**src/rtl/tllc_pkg.sv**
```systemverilog
`default_nettype none
package tllc_pkg;
    localparam logic [7:0] C_BEL = 8'd7;
    localparam logic [7:0] C_BS  = 8'd8;
    localparam logic [7:0] C_LF  = 8'd10;
    localparam logic [7:0] C_CR  = 8'd13;
    localparam logic [7:0] C_ESC = 8'd27;
    localparam logic [7:0] C_SP  = 8'd32;
    localparam logic [7:0] C_CARET = 8'd94;
    localparam logic [7:0] C_LBR = 8'd91;
    localparam logic [7:0] C_RBR = 8'd93;
    localparam logic [7:0] C_P   = 8'd80;
    localparam logic [7:0] C_AT  = 8'd64;
    localparam logic [7:0] C_A   = 8'd65;
    localparam logic [7:0] C_0   = 8'd48;
    localparam logic [7:0] C_1   = 8'd49;
    localparam logic [7:0] C_9   = 8'd57;
    localparam logic [7:0] C_SEMI = 8'd59;

    localparam logic [1:0] OP_PUT  = 2'd0;
    localparam logic [1:0] OP_LEN  = 2'd1;
    localparam logic [1:0] OP_LINE = 2'd2;
    localparam logic [1:0] OP_CTL  = 2'd3;

    typedef struct packed {
        logic [1:0]  op;
        logic [7:0]  data;
        logic [1:0]  len_mode;
        logic [13:0] amount;
    } t_cmd;

    localparam logic [1:0] LM_CLEAR = 2'd0;
    localparam logic [1:0] LM_DEC   = 2'd1;
    localparam logic [1:0] LM_TWO   = 2'd2;
    localparam logic [1:0] LM_SUB   = 2'd3;
endpackage
`default_nettype wire

```
**src/rtl/tllc_front.sv**
```systemverilog
`default_nettype none
module tllc_front
    import tllc_pkg::*;
(
    input  wire        i_clk,
    input  wire        i_rst_n,
    input  wire        i_valid,
    output logic       o_ready,
    input  wire  [7:0] i_byte,
    output logic       o_cmd_valid,
    input  wire        i_cmd_ready,
    output t_cmd       o_cmd
);
    localparam logic [1:0] PH_IDLE = 2'd0;
    localparam logic [1:0] PH_PARAM = 2'd1;
    localparam logic [1:0] PH_COLOUR = 2'd2;
    localparam logic [1:0] PH_OSC = 2'd3;

    logic [1:0]  r_ph, n_ph;
    logic        r_ret, n_ret, r_esc, n_esc, r_osc, n_osc;
    logic [2:0]  r_dig, n_dig;
    logic [13:0] r_num, n_num;
    logic [7:0]  r_fb, n_fb, r_sb, n_sb;
    logic [1:0]  r_skip, n_skip;
    logic        r_pv, n_pv;
    t_cmd        r_pc, n_pc;
    logic        hit, clr, emit;
    t_cmd        cmd;
    logic [1:0]  sk;
    logic [13:0] num10;

    assign o_ready = !r_pv || i_cmd_ready;
    assign o_cmd_valid = r_pv;
    assign o_cmd = r_pc;
    assign hit = i_valid && o_ready;
    assign num10 = 14'((r_num << 3) + (r_num << 1) + 14'(i_byte - C_0));

    always_comb begin
        n_ph = r_ph; n_ret = r_ret; n_esc = r_esc; n_osc = r_osc; n_dig = r_dig;
        n_num = r_num; n_fb = r_fb; n_sb = r_sb; n_skip = r_skip;
        emit = 1'b0; clr = 1'b0; sk = 2'd0;
        cmd = '{op: OP_PUT, data: i_byte, len_mode: LM_CLEAR, amount: 14'd0};
        if (r_ph == PH_PARAM) begin
            if (r_dig < 3'd4 && i_byte >= C_0 && i_byte <= C_9) begin
                n_num = num10;
                if (r_dig == 3'd0) n_fb = i_byte;
                if (r_dig == 3'd1) n_sb = i_byte;
                n_dig = r_dig + 3'd1;
            end else begin
                if (r_dig == 3'd0) n_fb = i_byte;
                if (r_dig == 3'd1) n_sb = i_byte;
                if (r_osc) begin
                    n_ph = PH_OSC;
                    if (r_dig == 3'd0 && i_byte == C_A) begin
                        emit = 1'b1; cmd.op = OP_LEN; cmd.len_mode = LM_TWO;
                    end
                end else if (r_dig == 3'd2 && r_fb == C_0 && r_sb == C_1
                             && i_byte == C_SEMI) begin
                    n_ph = PH_COLOUR; n_skip = 2'd3;
                end else begin
                    n_ph = PH_IDLE;
                    if (r_dig == 3'd0 && i_byte == C_A) begin
                        emit = 1'b1; cmd.op = OP_LEN; cmd.len_mode = LM_TWO;
                    end else if (i_byte == C_P) begin
                        emit = 1'b1; cmd.op = OP_LEN; cmd.len_mode = LM_SUB;
                        cmd.amount = r_num;
                    end else if (i_byte == C_AT) begin
                        emit = 1'b1; cmd.data = C_SP;
                    end
                end
            end
        end else if (r_ph == PH_COLOUR) begin
            sk = (r_skip != 2'd0) ? r_skip - 2'd1 : 2'd0;
            n_skip = sk;
            if (sk == 2'd0) begin
                n_ph = PH_IDLE;
                if (i_byte == C_P) begin
                    emit = 1'b1; cmd.op = OP_LEN; cmd.len_mode = LM_SUB;
                    cmd.amount = 14'd1;
                end else if (i_byte == C_AT) begin
                    emit = 1'b1; cmd.data = C_SP;
                end
            end
        end else if (r_ph == PH_OSC) begin
            if (i_byte <= C_BEL) n_ph = PH_IDLE;
        end else begin
            clr = r_ret && i_byte != C_LF;
            n_ret = 1'b0;
            if (i_byte < C_SP) begin
                n_esc = 1'b0;
                case (i_byte)
                    C_BS: begin
                        emit = 1'b1; cmd.op = OP_LEN; cmd.len_mode = LM_DEC;
                    end
                    C_LF: begin
                        emit = 1'b1; cmd.op = OP_LINE;
                    end
                    C_CR: n_ret = 1'b1;
                    C_BEL: ;
                    C_ESC: n_esc = 1'b1;
                    default: begin
                        emit = 1'b1; cmd.op = OP_CTL;
                    end
                endcase
            end else if (r_esc && (i_byte == C_LBR || i_byte == C_RBR)) begin
                n_osc = (i_byte == C_RBR); n_ph = PH_PARAM; n_dig = 3'd0;
                n_num = 14'd0; n_fb = 8'd0; n_sb = 8'd0; n_skip = 2'd0;
            end else begin
                emit = 1'b1;
            end
        end
        // carriage-return restart folds into the command
        if (clr) begin
            cmd.len_mode = (cmd.op == OP_LEN && cmd.len_mode == LM_DEC) ? LM_CLEAR
                         : cmd.len_mode;
            if (!emit) begin
                emit = 1'b1; cmd.op = OP_LEN; cmd.len_mode = LM_CLEAR;
            end else if (cmd.op != OP_LEN) begin
                cmd.amount = 14'h3fff;
            end
        end
        n_pv = r_pv && !i_cmd_ready;
        n_pc = r_pc;
        if (hit) begin
            n_pv = emit;
            n_pc = cmd;
        end else begin
            n_ph = r_ph; n_ret = r_ret; n_esc = r_esc; n_osc = r_osc; n_dig = r_dig;
            n_num = r_num; n_fb = r_fb; n_sb = r_sb; n_skip = r_skip;
        end
    end

    always_ff @(posedge i_clk) begin
        if (!i_rst_n) begin
            r_ph <= PH_IDLE; r_ret <= 1'b0; r_esc <= 1'b0; r_osc <= 1'b0;
            r_dig <= 3'd0; r_num <= 14'd0; r_fb <= 8'd0; r_sb <= 8'd0;
            r_skip <= 2'd0; r_pv <= 1'b0;
        end else begin
            r_ph <= n_ph; r_ret <= n_ret; r_esc <= n_esc; r_osc <= n_osc;
            r_dig <= n_dig; r_num <= n_num; r_fb <= n_fb; r_sb <= n_sb;
            r_skip <= n_skip; r_pv <= n_pv;
        end
        r_pc <= n_pc;
    end
endmodule
`default_nettype wire

```
**src/rtl/tllc_back.sv**
```systemverilog
`default_nettype none
module tllc_back
    import tllc_pkg::*;
#(
    parameter int LINE_CHARS = 63
) (
    input  wire        i_clk,
    input  wire        i_rst_n,
    input  wire        i_cmd_valid,
    output logic       o_cmd_ready,
    input  t_cmd       i_cmd,
    output logic       o_valid,
    input  wire        i_ready,
    output logic [7:0] o_char,
    output logic       o_end,
    output logic       o_trunc
);
    localparam int AW = $clog2(LINE_CHARS + 1);
    localparam logic [AW-1:0] FULL = AW'(LINE_CHARS);

    localparam logic [2:0] S_CMD = 3'd0;
    localparam logic [2:0] S_C1  = 3'd1;
    localparam logic [2:0] S_C2  = 3'd2;
    localparam logic [2:0] S_RD  = 3'd3;
    localparam logic [2:0] S_CHK = 3'd4;
    localparam logic [2:0] S_END = 3'd5;

    logic [7:0]    mem [LINE_CHARS];
    logic [LINE_CHARS-1:0] r_vld;
    logic [2:0]    r_st, n_st;
    logic [AW-1:0] r_len, n_len, r_k, n_k, len0;
    logic          r_drop, n_drop;
    logic [7:0]    r_ctl, r_rd;
    logic          r_rvld;
    logic          r_ov, n_ov, r_oend, n_oend, r_otr, n_otr;
    logic [7:0]    r_och, n_och;
    logic          we, out_free, take;
    logic [AW-1:0] wa;
    logic [7:0]    wd;
    logic [7:0]    rdv;

    assign out_free = !r_ov || i_ready;
    assign o_valid = r_ov; assign o_char = r_och; assign o_end = r_oend;
    assign o_trunc = r_otr;
    assign o_cmd_ready = (r_st == S_CMD) && out_free;
    assign take = i_cmd_valid && o_cmd_ready;
    assign len0 = (i_cmd.amount == 14'h3fff || (i_cmd.op == OP_LEN
                   && i_cmd.len_mode == LM_CLEAR)) ? '0 : r_len;
    assign rdv = r_rvld ? r_rd : 8'd0;

    always_comb begin
        n_st = r_st; n_len = r_len; n_k = r_k; n_drop = r_drop;
        n_ov = r_ov && !i_ready; n_och = r_och; n_oend = r_oend; n_otr = r_otr;
        we = 1'b0; wa = r_len; wd = i_cmd.data;
        case (r_st)
            S_CMD: if (take) begin
                case (i_cmd.op)
                    OP_PUT: begin
                        n_len = len0; wa = len0;
                        if (len0 < FULL) begin we = 1'b1; n_len = len0 + 1'b1; end
                        else n_drop = 1'b1;
                    end
                    OP_CTL: begin
                        n_len = len0; wa = len0; wd = C_CARET;
                        if (len0 < FULL) begin we = 1'b1; n_len = len0 + 1'b1; end
                        else n_drop = 1'b1;
                        n_st = S_C1;
                    end
                    OP_LINE: begin
                        n_k = '0; n_st = S_RD;
                    end
                    default: begin
                        case (i_cmd.len_mode)
                            LM_DEC: n_len = (r_len != '0) ? r_len - 1'b1 : '0;
                            LM_TWO: n_len = AW'(2);
                            LM_SUB: n_len = (i_cmd.amount >= 14'(r_len)) ? '0
                                          : r_len - AW'(i_cmd.amount);
                            default: n_len = '0;
                        endcase
                    end
                endcase
            end
            S_C1, S_C2: begin
                wd = (r_st == S_C1) ? r_ctl + C_AT : r_ctl;
                if (r_len < FULL) begin we = 1'b1; n_len = r_len + 1'b1; end
                else n_drop = 1'b1;
                n_st = (r_st == S_C1) ? S_C2 : S_CMD;
            end
            S_RD: begin
                if (r_k < r_len) n_st = S_CHK;
                else n_st = S_END;
            end
            S_CHK: if (out_free) begin
                if (rdv == 8'd0) n_st = S_END;
                else begin
                    n_ov = 1'b1; n_och = rdv; n_oend = 1'b0; n_otr = 1'b0;
                    n_k = r_k + 1'b1; n_st = S_RD;
                end
            end
            S_END: if (out_free) begin
                n_ov = 1'b1; n_och = C_LF; n_oend = 1'b1; n_otr = r_drop;
                if (r_len < FULL) begin we = 1'b1; wa = r_len; wd = 8'd0; end
                n_len = '0; n_drop = 1'b0; n_st = S_CMD;
            end
            default: n_st = S_CMD;
        endcase
    end

    always_ff @(posedge i_clk) begin
        if (!i_rst_n) begin
            r_st <= S_CMD; r_len <= '0; r_k <= '0; r_drop <= 1'b0;
            r_ov <= 1'b0; r_vld <= '0;
        end else begin
            r_st <= n_st; r_len <= n_len; r_k <= n_k; r_drop <= n_drop;
            r_ov <= n_ov;
            if (we) r_vld[wa[AW-1:0]] <= 1'b1;
        end
        if (take) r_ctl <= i_cmd.data;
        r_och <= n_och; r_oend <= n_oend; r_otr <= n_otr;
    end

    always_ff @(posedge i_clk) begin
        if (we) mem[wa] <= wd;
        r_rd <= mem[r_k[AW-1:0]];
        r_rvld <= r_vld[r_k];
    end
endmodule
`default_nettype wire

```
**src/rtl/terminal_log_line_cleaner_top.sv**
```systemverilog
// Ordinary bytes are registered as a command in the front decoder, then written to the line by the engine.
// Control bytes that store three characters hold the engine while it writes the caret, letter and byte.
// A line feed holds the engine while it steps through S_RD and S_CHK for each emitted character and
// then S_END (a zero byte ends the line early), and longer while the output stalls.
// Input is taken each cycle while the one-entry command queue can drain.
// Synchronous active-low reset empties the line and closes any open sequence;
// stored bytes are marked empty by per-entry valid bits cleared at reset.
`default_nettype none
module terminal_log_line_cleaner_top
    import tllc_pkg::*;
#(
    parameter int LINE_CHARS = 63
) (
    input  wire         i_clk,
    input  wire         i_rst_n,
    input  wire         s_axis_tvalid,
    output logic        s_axis_tready,
    input  wire  [7:0]  s_axis_tdata,   // in_byte
    output logic        m_axis_tvalid,
    input  wire         m_axis_tready,
    output logic [7:0]  m_axis_tdata,   // out_char
    output logic        m_axis_tlast,   // line_end
    output logic        m_axis_tuser    // line_truncated
);
    logic cmd_valid, cmd_ready;
    t_cmd cmd;

    tllc_front u_front (
        .i_clk, .i_rst_n,
        .i_valid(s_axis_tvalid), .o_ready(s_axis_tready), .i_byte(s_axis_tdata),
        .o_cmd_valid(cmd_valid), .i_cmd_ready(cmd_ready), .o_cmd(cmd)
    );

    tllc_back #(.LINE_CHARS(LINE_CHARS)) u_back (
        .i_clk, .i_rst_n,
        .i_cmd_valid(cmd_valid), .o_cmd_ready(cmd_ready), .i_cmd(cmd),
        .o_valid(m_axis_tvalid), .i_ready(m_axis_tready), .o_char(m_axis_tdata),
        .o_end(m_axis_tlast), .o_trunc(m_axis_tuser)
    );
endmodule
`default_nettype wire

```
**config.mk**
```make
export PLATFORM = sky130hd
export DESIGN_NAME = terminal_log_line_cleaner_top
export DESIGN_NICKNAME = d
export VERILOG_FILES = /design/src/rtl/tllc_pkg.sv /design/src/rtl/tllc_front.sv /design/src/rtl/tllc_back.sv /design/src/rtl/terminal_log_line_cleaner_top.sv
export SDC_FILE = /design/constraint.sdc
export NUM_CORES = 1
export LEC_CHECK = 0
export BUFFER_PORTS_ARGS = -buffer_cell sky130_fd_sc_hd__buf_4
export CAP_MARGIN = 20
export CORE_ASPECT_RATIO = 0.5
export CORE_MARGIN = 2
export CORE_UTILIZATION = 50
export DETAILED_ROUTE_END_ITERATION = 8
export PLACE_DENSITY = 0.65
export SLEW_MARGIN = 5
export SYNTH_ARGS = -nofsm -noshare
export SYNTH_HDL_FRONTEND = slang
export SYNTH_SLANG_ARGS = --single-unit
```
**constraint.sdc**
```tcl
create_clock -name i_clk -period 4.9 [get_ports i_clk]
set_clock_uncertainty 0.2 [all_clocks]
set_input_delay 0.245 -clock i_clk [delete_from_list [all_inputs] [get_ports i_clk]]
set_output_delay 0.245 -clock i_clk [all_outputs]
set_load 0.03 [all_outputs]
```
# Word-level counts from Yosys, hierarchy flattened
# Memory sizes are Yosys's and may differ from the RTL's. A register that Yosys moved wholly into a read port is not among the register bits.
# Cells that the tools add are included.
dict set report totals {
  out_inout_bits 12
  register_bits 166
  ram_bits 504
  input_bits 12
  elab_cells 329
  mem_count 1
}
dict set report op_classes {
  mux 162
  magnitude_cmp 12
  add_sub_neg 11
  bitwise 5
  n_eq_ne 59
  n_reduce_logical 54
}
# name words word_bits rd rd_ports_with_merged_regs write_ports line
set mem_list {}
lappend mem_list {u_back.mem 63 8 1 1 1 tllc_back.sv:28} ;# logic [7:0] mem [LINE_CHARS];
# op n
set op_table {}
lappend op_table {{two-way mux 8 bit} 22}
lappend op_table {{two-way mux 14 bit} 11}
lappend op_table {{two-way mux 26 bit} 4}
lappend op_table {{two-way mux 6 bit} 14}
lappend op_table {{two-way mux 2 bit} 35}
lappend op_table {{bitwise OR 63 bit} 1}
lappend op_table {{two-way mux 16 bit} 3}
lappend op_table {{two-way mux 1 bit} 47}
lappend op_table {{== test 8 x 7 -> 1 bit (second input constant)} 5}
lappend op_table {{one-hot mux 6 bit (3 select lines)} 2}
lappend op_table {{AND reduction 6 bit} 6}
lappend op_table {{two-way mux 3 bit} 10}
lappend op_table {{adder 14 bit} 2}
lappend op_table {{== test 8 x 4 -> 1 bit (second input constant)} 3}
lappend op_table {{== test 8 x 6 -> 1 bit (second input constant)} 3}
lappend op_table {{!= test 2 bit (second input constant)} 12}
lappend op_table {{one-hot mux 6 bit (2 select lines)} 2}
lappend op_table {{one-hot mux 8 bit (3 select lines)} 1}
lappend op_table {{adder 6 x 1 -> 6 bit (second input constant)} 3}
lappend op_table {{logical AND 1 bit} 16}
lappend op_table {{!= test 2 x 1 -> 1 bit (second input constant)} 8}
lappend op_table {{one-hot mux 8 bit (2 select lines)} 1}
lappend op_table {{one-hot mux 3 bit (5 select lines)} 1}
lappend op_table {{AND reduction 5 bit} 3}
lappend op_table {{50 further kinds} 88}

# Longest topological paths before layout
dict set report depth {
  word_depth 13
  mapped_depth 12
  mapped_depth_nobuf 12
}

# Modules after synthesis
# Synthesis repeated with hierarchy kept, for this count alone.
dict set report hier_totals {
  hier_cells 1940
  hier_area_um2 29311.9
}
# mod seq_area_each_um2 area_each_um2 cells_per_inst instances
set modules_own_cells {}
lappend modules_own_cells {tllc_back 17456.7 25350.6 1536 1}
lappend modules_own_cells {tllc_front 1601.5 3961.3 404 1}

# Worst setup path after synthesis
# Ideal clock, no wire load.
dict set report synth_path {
  kind {register -> register}
  start {reg u_back.r_st[1]}
  end {mem u_back.mem[0][7], data pin}
  period_less_slack_ns 4.284
  arrival_time_ns 3.390
  slack_ns 0.616
  t_required_ns 4.006
  setup_ns 0.694
  stages_incl_launch_ff 6
  n_path_buf 1
  path_cell_list {dfxtp_1 > buf_2 > nand2b_1 > nor3b_1 > a21oi_1 > o21ai_0}
}
dict set report synth_between {
  elab_chain_cells 5
  elab_cells_between_ends 10
  classes_between {eq/ne (3); mux (3); reduce/logical (4)}
}
# element line
set synth_lines {}
lappend synth_lines {{from (decl)} tllc_back.sv:30} ;# logic [2:0] r_st, n_st;
lappend synth_lines {{from (signal assigned)} tllc_back.sv:114} ;# r_st <= n_st; r_len <= n_len; r_k <= n_k; r_drop <= n_drop;
lappend synth_lines {{zero test 3 bit} {tllc_back.sv:45, tllc_back.sv:55}}
lappend synth_lines {{logical AND 1 bit} tllc_back.sv:45} ;# assign o_cmd_ready = (r_st == S_CMD) && out_free;
lappend synth_lines {{logical AND 1 bit} tllc_back.sv:46} ;# assign take = i_cmd_valid && o_cmd_ready;
lappend synth_lines {{two-way mux 8 bit} tllc_back.sv:56} ;# S_CMD: if (take) begin
lappend synth_lines {{one-hot mux 8 bit (3 select lines) (*)} tllc_back.sv:55} ;# case (r_st)
lappend synth_lines {{named net u_back.wd[7]} tllc_back.sv:39} ;# logic [7:0] wd;
lappend synth_lines {{to (decl)} tllc_back.sv:28}
# Mark *: on every way through the listed nets, which the timed path passes. The rest lies on a longest branch.

# Worst setup path in the final report
dict set report layout_path {
  start {reg u_front.r_pc (netlist bit u_front.o_cmd[25])}
  end {mem u_back.mem[57][5], enable pin}
}
dict set report layout_between {
  elab_chain_cells 11
  elab_cells_between_ends 17
  classes_between {order compare (1); eq/ne (2); mux (10); reduce/logical (4)}
}
# element line
set layout_lines {}
lappend layout_lines {{from (decl)} tllc_front.sv:26} ;# t_cmd r_pc, n_pc;
lappend layout_lines {{from (signal assigned)} tllc_front.sv:143} ;# r_pc <= n_pc;
lappend layout_lines {{== test 2 x 1 -> 1 bit} tllc_back.sv:47} ;# assign len0 = (i_cmd.amount == 14'h3fff || (i_cmd.op == OP_LEN
lappend layout_lines {{logical AND 1 bit} tllc_back.sv:48} ;# && i_cmd.len_mode == LM_CLEAR)) ? '0 : r_len;
lappend layout_lines {{logical OR 1 bit} tllc_back.sv:47}
lappend layout_lines {{two-way mux 6 bit} tllc_back.sv:48}
lappend layout_lines {{less-than comparator 6 bit} {tllc_back.sv:60, tllc_back.sv:65}}
lappend layout_lines {{two-way mux 1 bit} {tllc_back.sv:60, tllc_back.sv:65}}
lappend layout_lines {{two-way mux 1 bit} n/a}
lappend layout_lines {{two-way mux 1 bit} tllc_back.sv:56}
lappend layout_lines {{one-hot mux 1 bit (3 select lines)} tllc_back.sv:55}
lappend layout_lines {{two-way mux 1 bit} tllc_back.sv:123} ;# if (we) mem[wa] <= wd;
lappend layout_lines {{two-way mux 1 bit (not written as such)} tllc_back.sv:123}
# Parallel ways exist; a longest one is shown, timed or not.

==> flow_summary.ini <==
[outcome]
status = complete, no violations

[clock_tree]
clock_tree.htree_level_count = 2
cts_made_buffers = 58
cts.reportedPaths.clkPinSlew_ns = 0.07
total_number_of_clock_tree_sinks = 678
clk_latency_ns = 0.62
ctsResizeCount = 0
max-clock-path-buffers = 3
tritoncts = yes
clk_root_buffer_cell = clkbuf_16

[grt]
groute.usage.overall_pct = 23.1
antenna_found_initial = 1
first_global_vias = 16300
grt_max_degree = 64
grt_remaining_overflow = 0
grt_pass1_wl_um = 103000

[floorplan]
ioPinCount = 24
die_width_um = 344
coreArea_sq_um = 57200
start_util_pct = 50.4
num_rows = 62
die_area_sq_um = 59700
die_h_um = 174

[sta]
grt_setup_unrepaired = false
finalCritPeriodShare_pct = 84.6
max_slew_margin_pct = 21.1
maxSlewViolCount = 0
hold_violations = 0
setup_violations = 0
finalWorstPathRequiredPeriod_ns = 4.14
max_freq_mhz = 241
setup_ws_ns = 0.755
tightest_slew_ns = 1.17
timing.setup.tns_ns = 0

[placed_design]
gp_congestion = 0.841
port_buffers = 23
dpl.cell_count = 2583
dp_hpwl_um = 43800
place_ws_ns = 0.796

[critical_path]
crit_cells = 10
rr_endpoint = u_back.mem[57][5]
cp_data_required_time_ns = 4.95
rr_startpoint = u_front.o_cmd[25]
reg2reg_setup_slack_ns = 0.76
critical_path.endpoint = u_back.mem[57][5]
reg2reg_depth = 10
critPathTopFamily = simple AND/OR/NAND/NOR gates
path_buf_inv = 1
crit_path_top_delay_cell = nor2_1
critical_path_cell_by_cell = inv_1, ha_1, nor3b_1, nor3_1, ha_1, nand3_1, or2_1, a32o_1, nand3_1, nor2_1
critPathCaptureType = register
slowest_delay_ns = 0.81
worstSetupPathType = register to register
worstSetupStartpoint = u_front.o_cmd[25]
cp.arrival_ns = 4.19
cp-start-kind = register
max_fo_critical_path = 11

[layout]
finalNetCount = 1960
layoutNonFillerInstCount = 2706
antenna_cell_count = 0
post_route_cells_drive_above_1_share_pct = 19.9
layout_commonest_cell = edfxtp_1
multi_input_comb_area_sq_um = 9190
flow.area_growth_from_synthesis_pct = 12.1
area.sequential_sq_um = 19100
commonest_cells_after_routing_fill_and_taps_aside = edfxtp_1, mux4_2, nor2_1
nFillCells = 4473

[synthesis]
synth.distinct_cells = 75
post_synthesis_mean_instance_area_sq_um = 15.9
synth_enable_flop_cells = 548
yosysSeqAreaShare_pct = 66.1
synth.net_count = 1882
post-synth-top-area-cell = edfxtp_1
synth_flop_cell = edfxtp_1
syn-instance-count = 1810
yosysTopAreaCellShare_pct = 57.1
yosysWarnings = 0
mappedNetlistArea_sq_um = 28800
yosys_register_bits = 678
synth.area.top_cells = edfxtp_1, mux4_2, dfxtp_1, ha_1, nor2_1
synthArstFlopShare_pct = 0

[worst_hold_path]
hold_path_class = register to register
hold_path_origin = u_front.o_cmd[19]

[drt]
detail_route.wirelength_um = 67800
final_antenna_net_count = 0
drt-pass1-iter-count = 5
route.detailed.vias_per_inst = 6.07
initialDrtViolationCount = 1695
route.detailed.drc = 0
detailroute.via_count = 16400
detail_route.wl_per_cell_um = 25.0

[pwr]
power_density_nw_per_um2 = 507
vdd_drop_max_mv = 0.419
leakagePower_nw = 10.7

[flow_run]
timing.max_cap.violations = 0
==> worst min path at each step <==
stage                          end  cells after the start
3_5_place_dp       u_back.r_ctl[3]                      0
2_1_floorplan  u_front.o_cmd_valid                      2
5_1_grt          u_front.o_cmd[16]                      2
4_1_cts          u_front.o_cmd[16]                      2
6_report           u_back.r_ctl[3]                      0
3_3_place_gp      u_back.r_vld[10]                      2
==> synthesized netlist by cell type, types with 28 or more instances <==
cell,instances
clkbuf_1,47
o21a_1,59
nand3_1,28
a21oi_1,46
inv_1,56
ha_1,48
nand2_1,113
edfxtp_1,548
o21ai_0,53
dfxtp_1,130
nor2_1,129
mux2i_1,41
mux4_2,166
==> cell families (layout without fill, tap and decap cells) <==
kind of cell               Yosys count  count (layout)  share of synthesized area (%)
DFF                                678             678                           66.1
and+or+nand+nor                    414             414                           6.89
AOI/OAI and AO/OA                  271             271                           6.52
muxes                              209             209                           14.5
buffers and inverters              153             281                           2.31
adders and majority gates           60              60                           2.92
xor gates and xnor gates            25              25                          0.760
==> power by group <==
| part | total [mW] | switching, mW | internal [mW] |
|---|---|---|---|
| combinational | 3.87 | 2.76 | 1.11 |
| sequential | 7.94 | 0.255 | 7.68 |
| clock | 4.58 | 2.07 | 2.51 |
==> repair_timing <==
item	in CTS	in global routing
hold endpoints to repair	65	0
setup buffers	0	0
hold buffers	11	0
==> routing by layer <==
metal	global-route usage (%)	part of all wire, %	vias up
met4	6.06	2.5	0
li1	-	-	7257
met2	33.9	44	736
met1	35.0	43	8337
met3	5.41	10	104
met5	0	0	-
==> metrics by stage <==
step	hold slack [ns]	util, %	instance area (sq um)	power [mW]
floorplan	0.207	-	28800	10.2
global placement	0.230	52.9	30300	11.8
detailed placement	0.232	53.0	30300	11.9
CTS	0.232	56.5	32300	16.4
global route	0.259	56.5	32300	17.0
finish	0.247	56.5	32300	16.4
==> cell type report <==
type                            instances  share of cell area (%)
Inverter                               60                   0.697
Timing Repair Buffer                  111                    3.01
Clock buffer                           75                    4.91
Sequential cell                       678                    59.0
Clock inverter                         35                   0.945
Tap cell                              768                    2.97
Multi-Input combinational cell        979                    28.5
==> worst reg2reg max path, cell delays in order (launching register included) <==
cell	delay (ns)
edfxtp_1	0.41
inv_1	0.07
ha_1	0.12
nor3b_1	0.69
nor3_1	0.10
ha_1	0.26
nand3_1	0.14
or2_1	0.17
a32o_1	0.30
nand3_1	0.49
nor2_1	0.81
==> registers in the layout, indices dropped and copies added (netlist names), 2 cells and up <==
name            flops
u_back.mem        504
u_back.r_vld       63
u_front.o_cmd      26
u_front.r_num      14
u_back.o_char       8
u_back.r_ctl        8
u_back.r_rd         8
u_front.r_fb        8
u_front.r_sb        8
u_back.r_k          6
u_back.r_len        6
u_back.r_st         3
u_front.r_dig       3
u_front.r_ph        2
u_front.r_skip      2
Note: power is estimated with default switching activity, not from simulation.
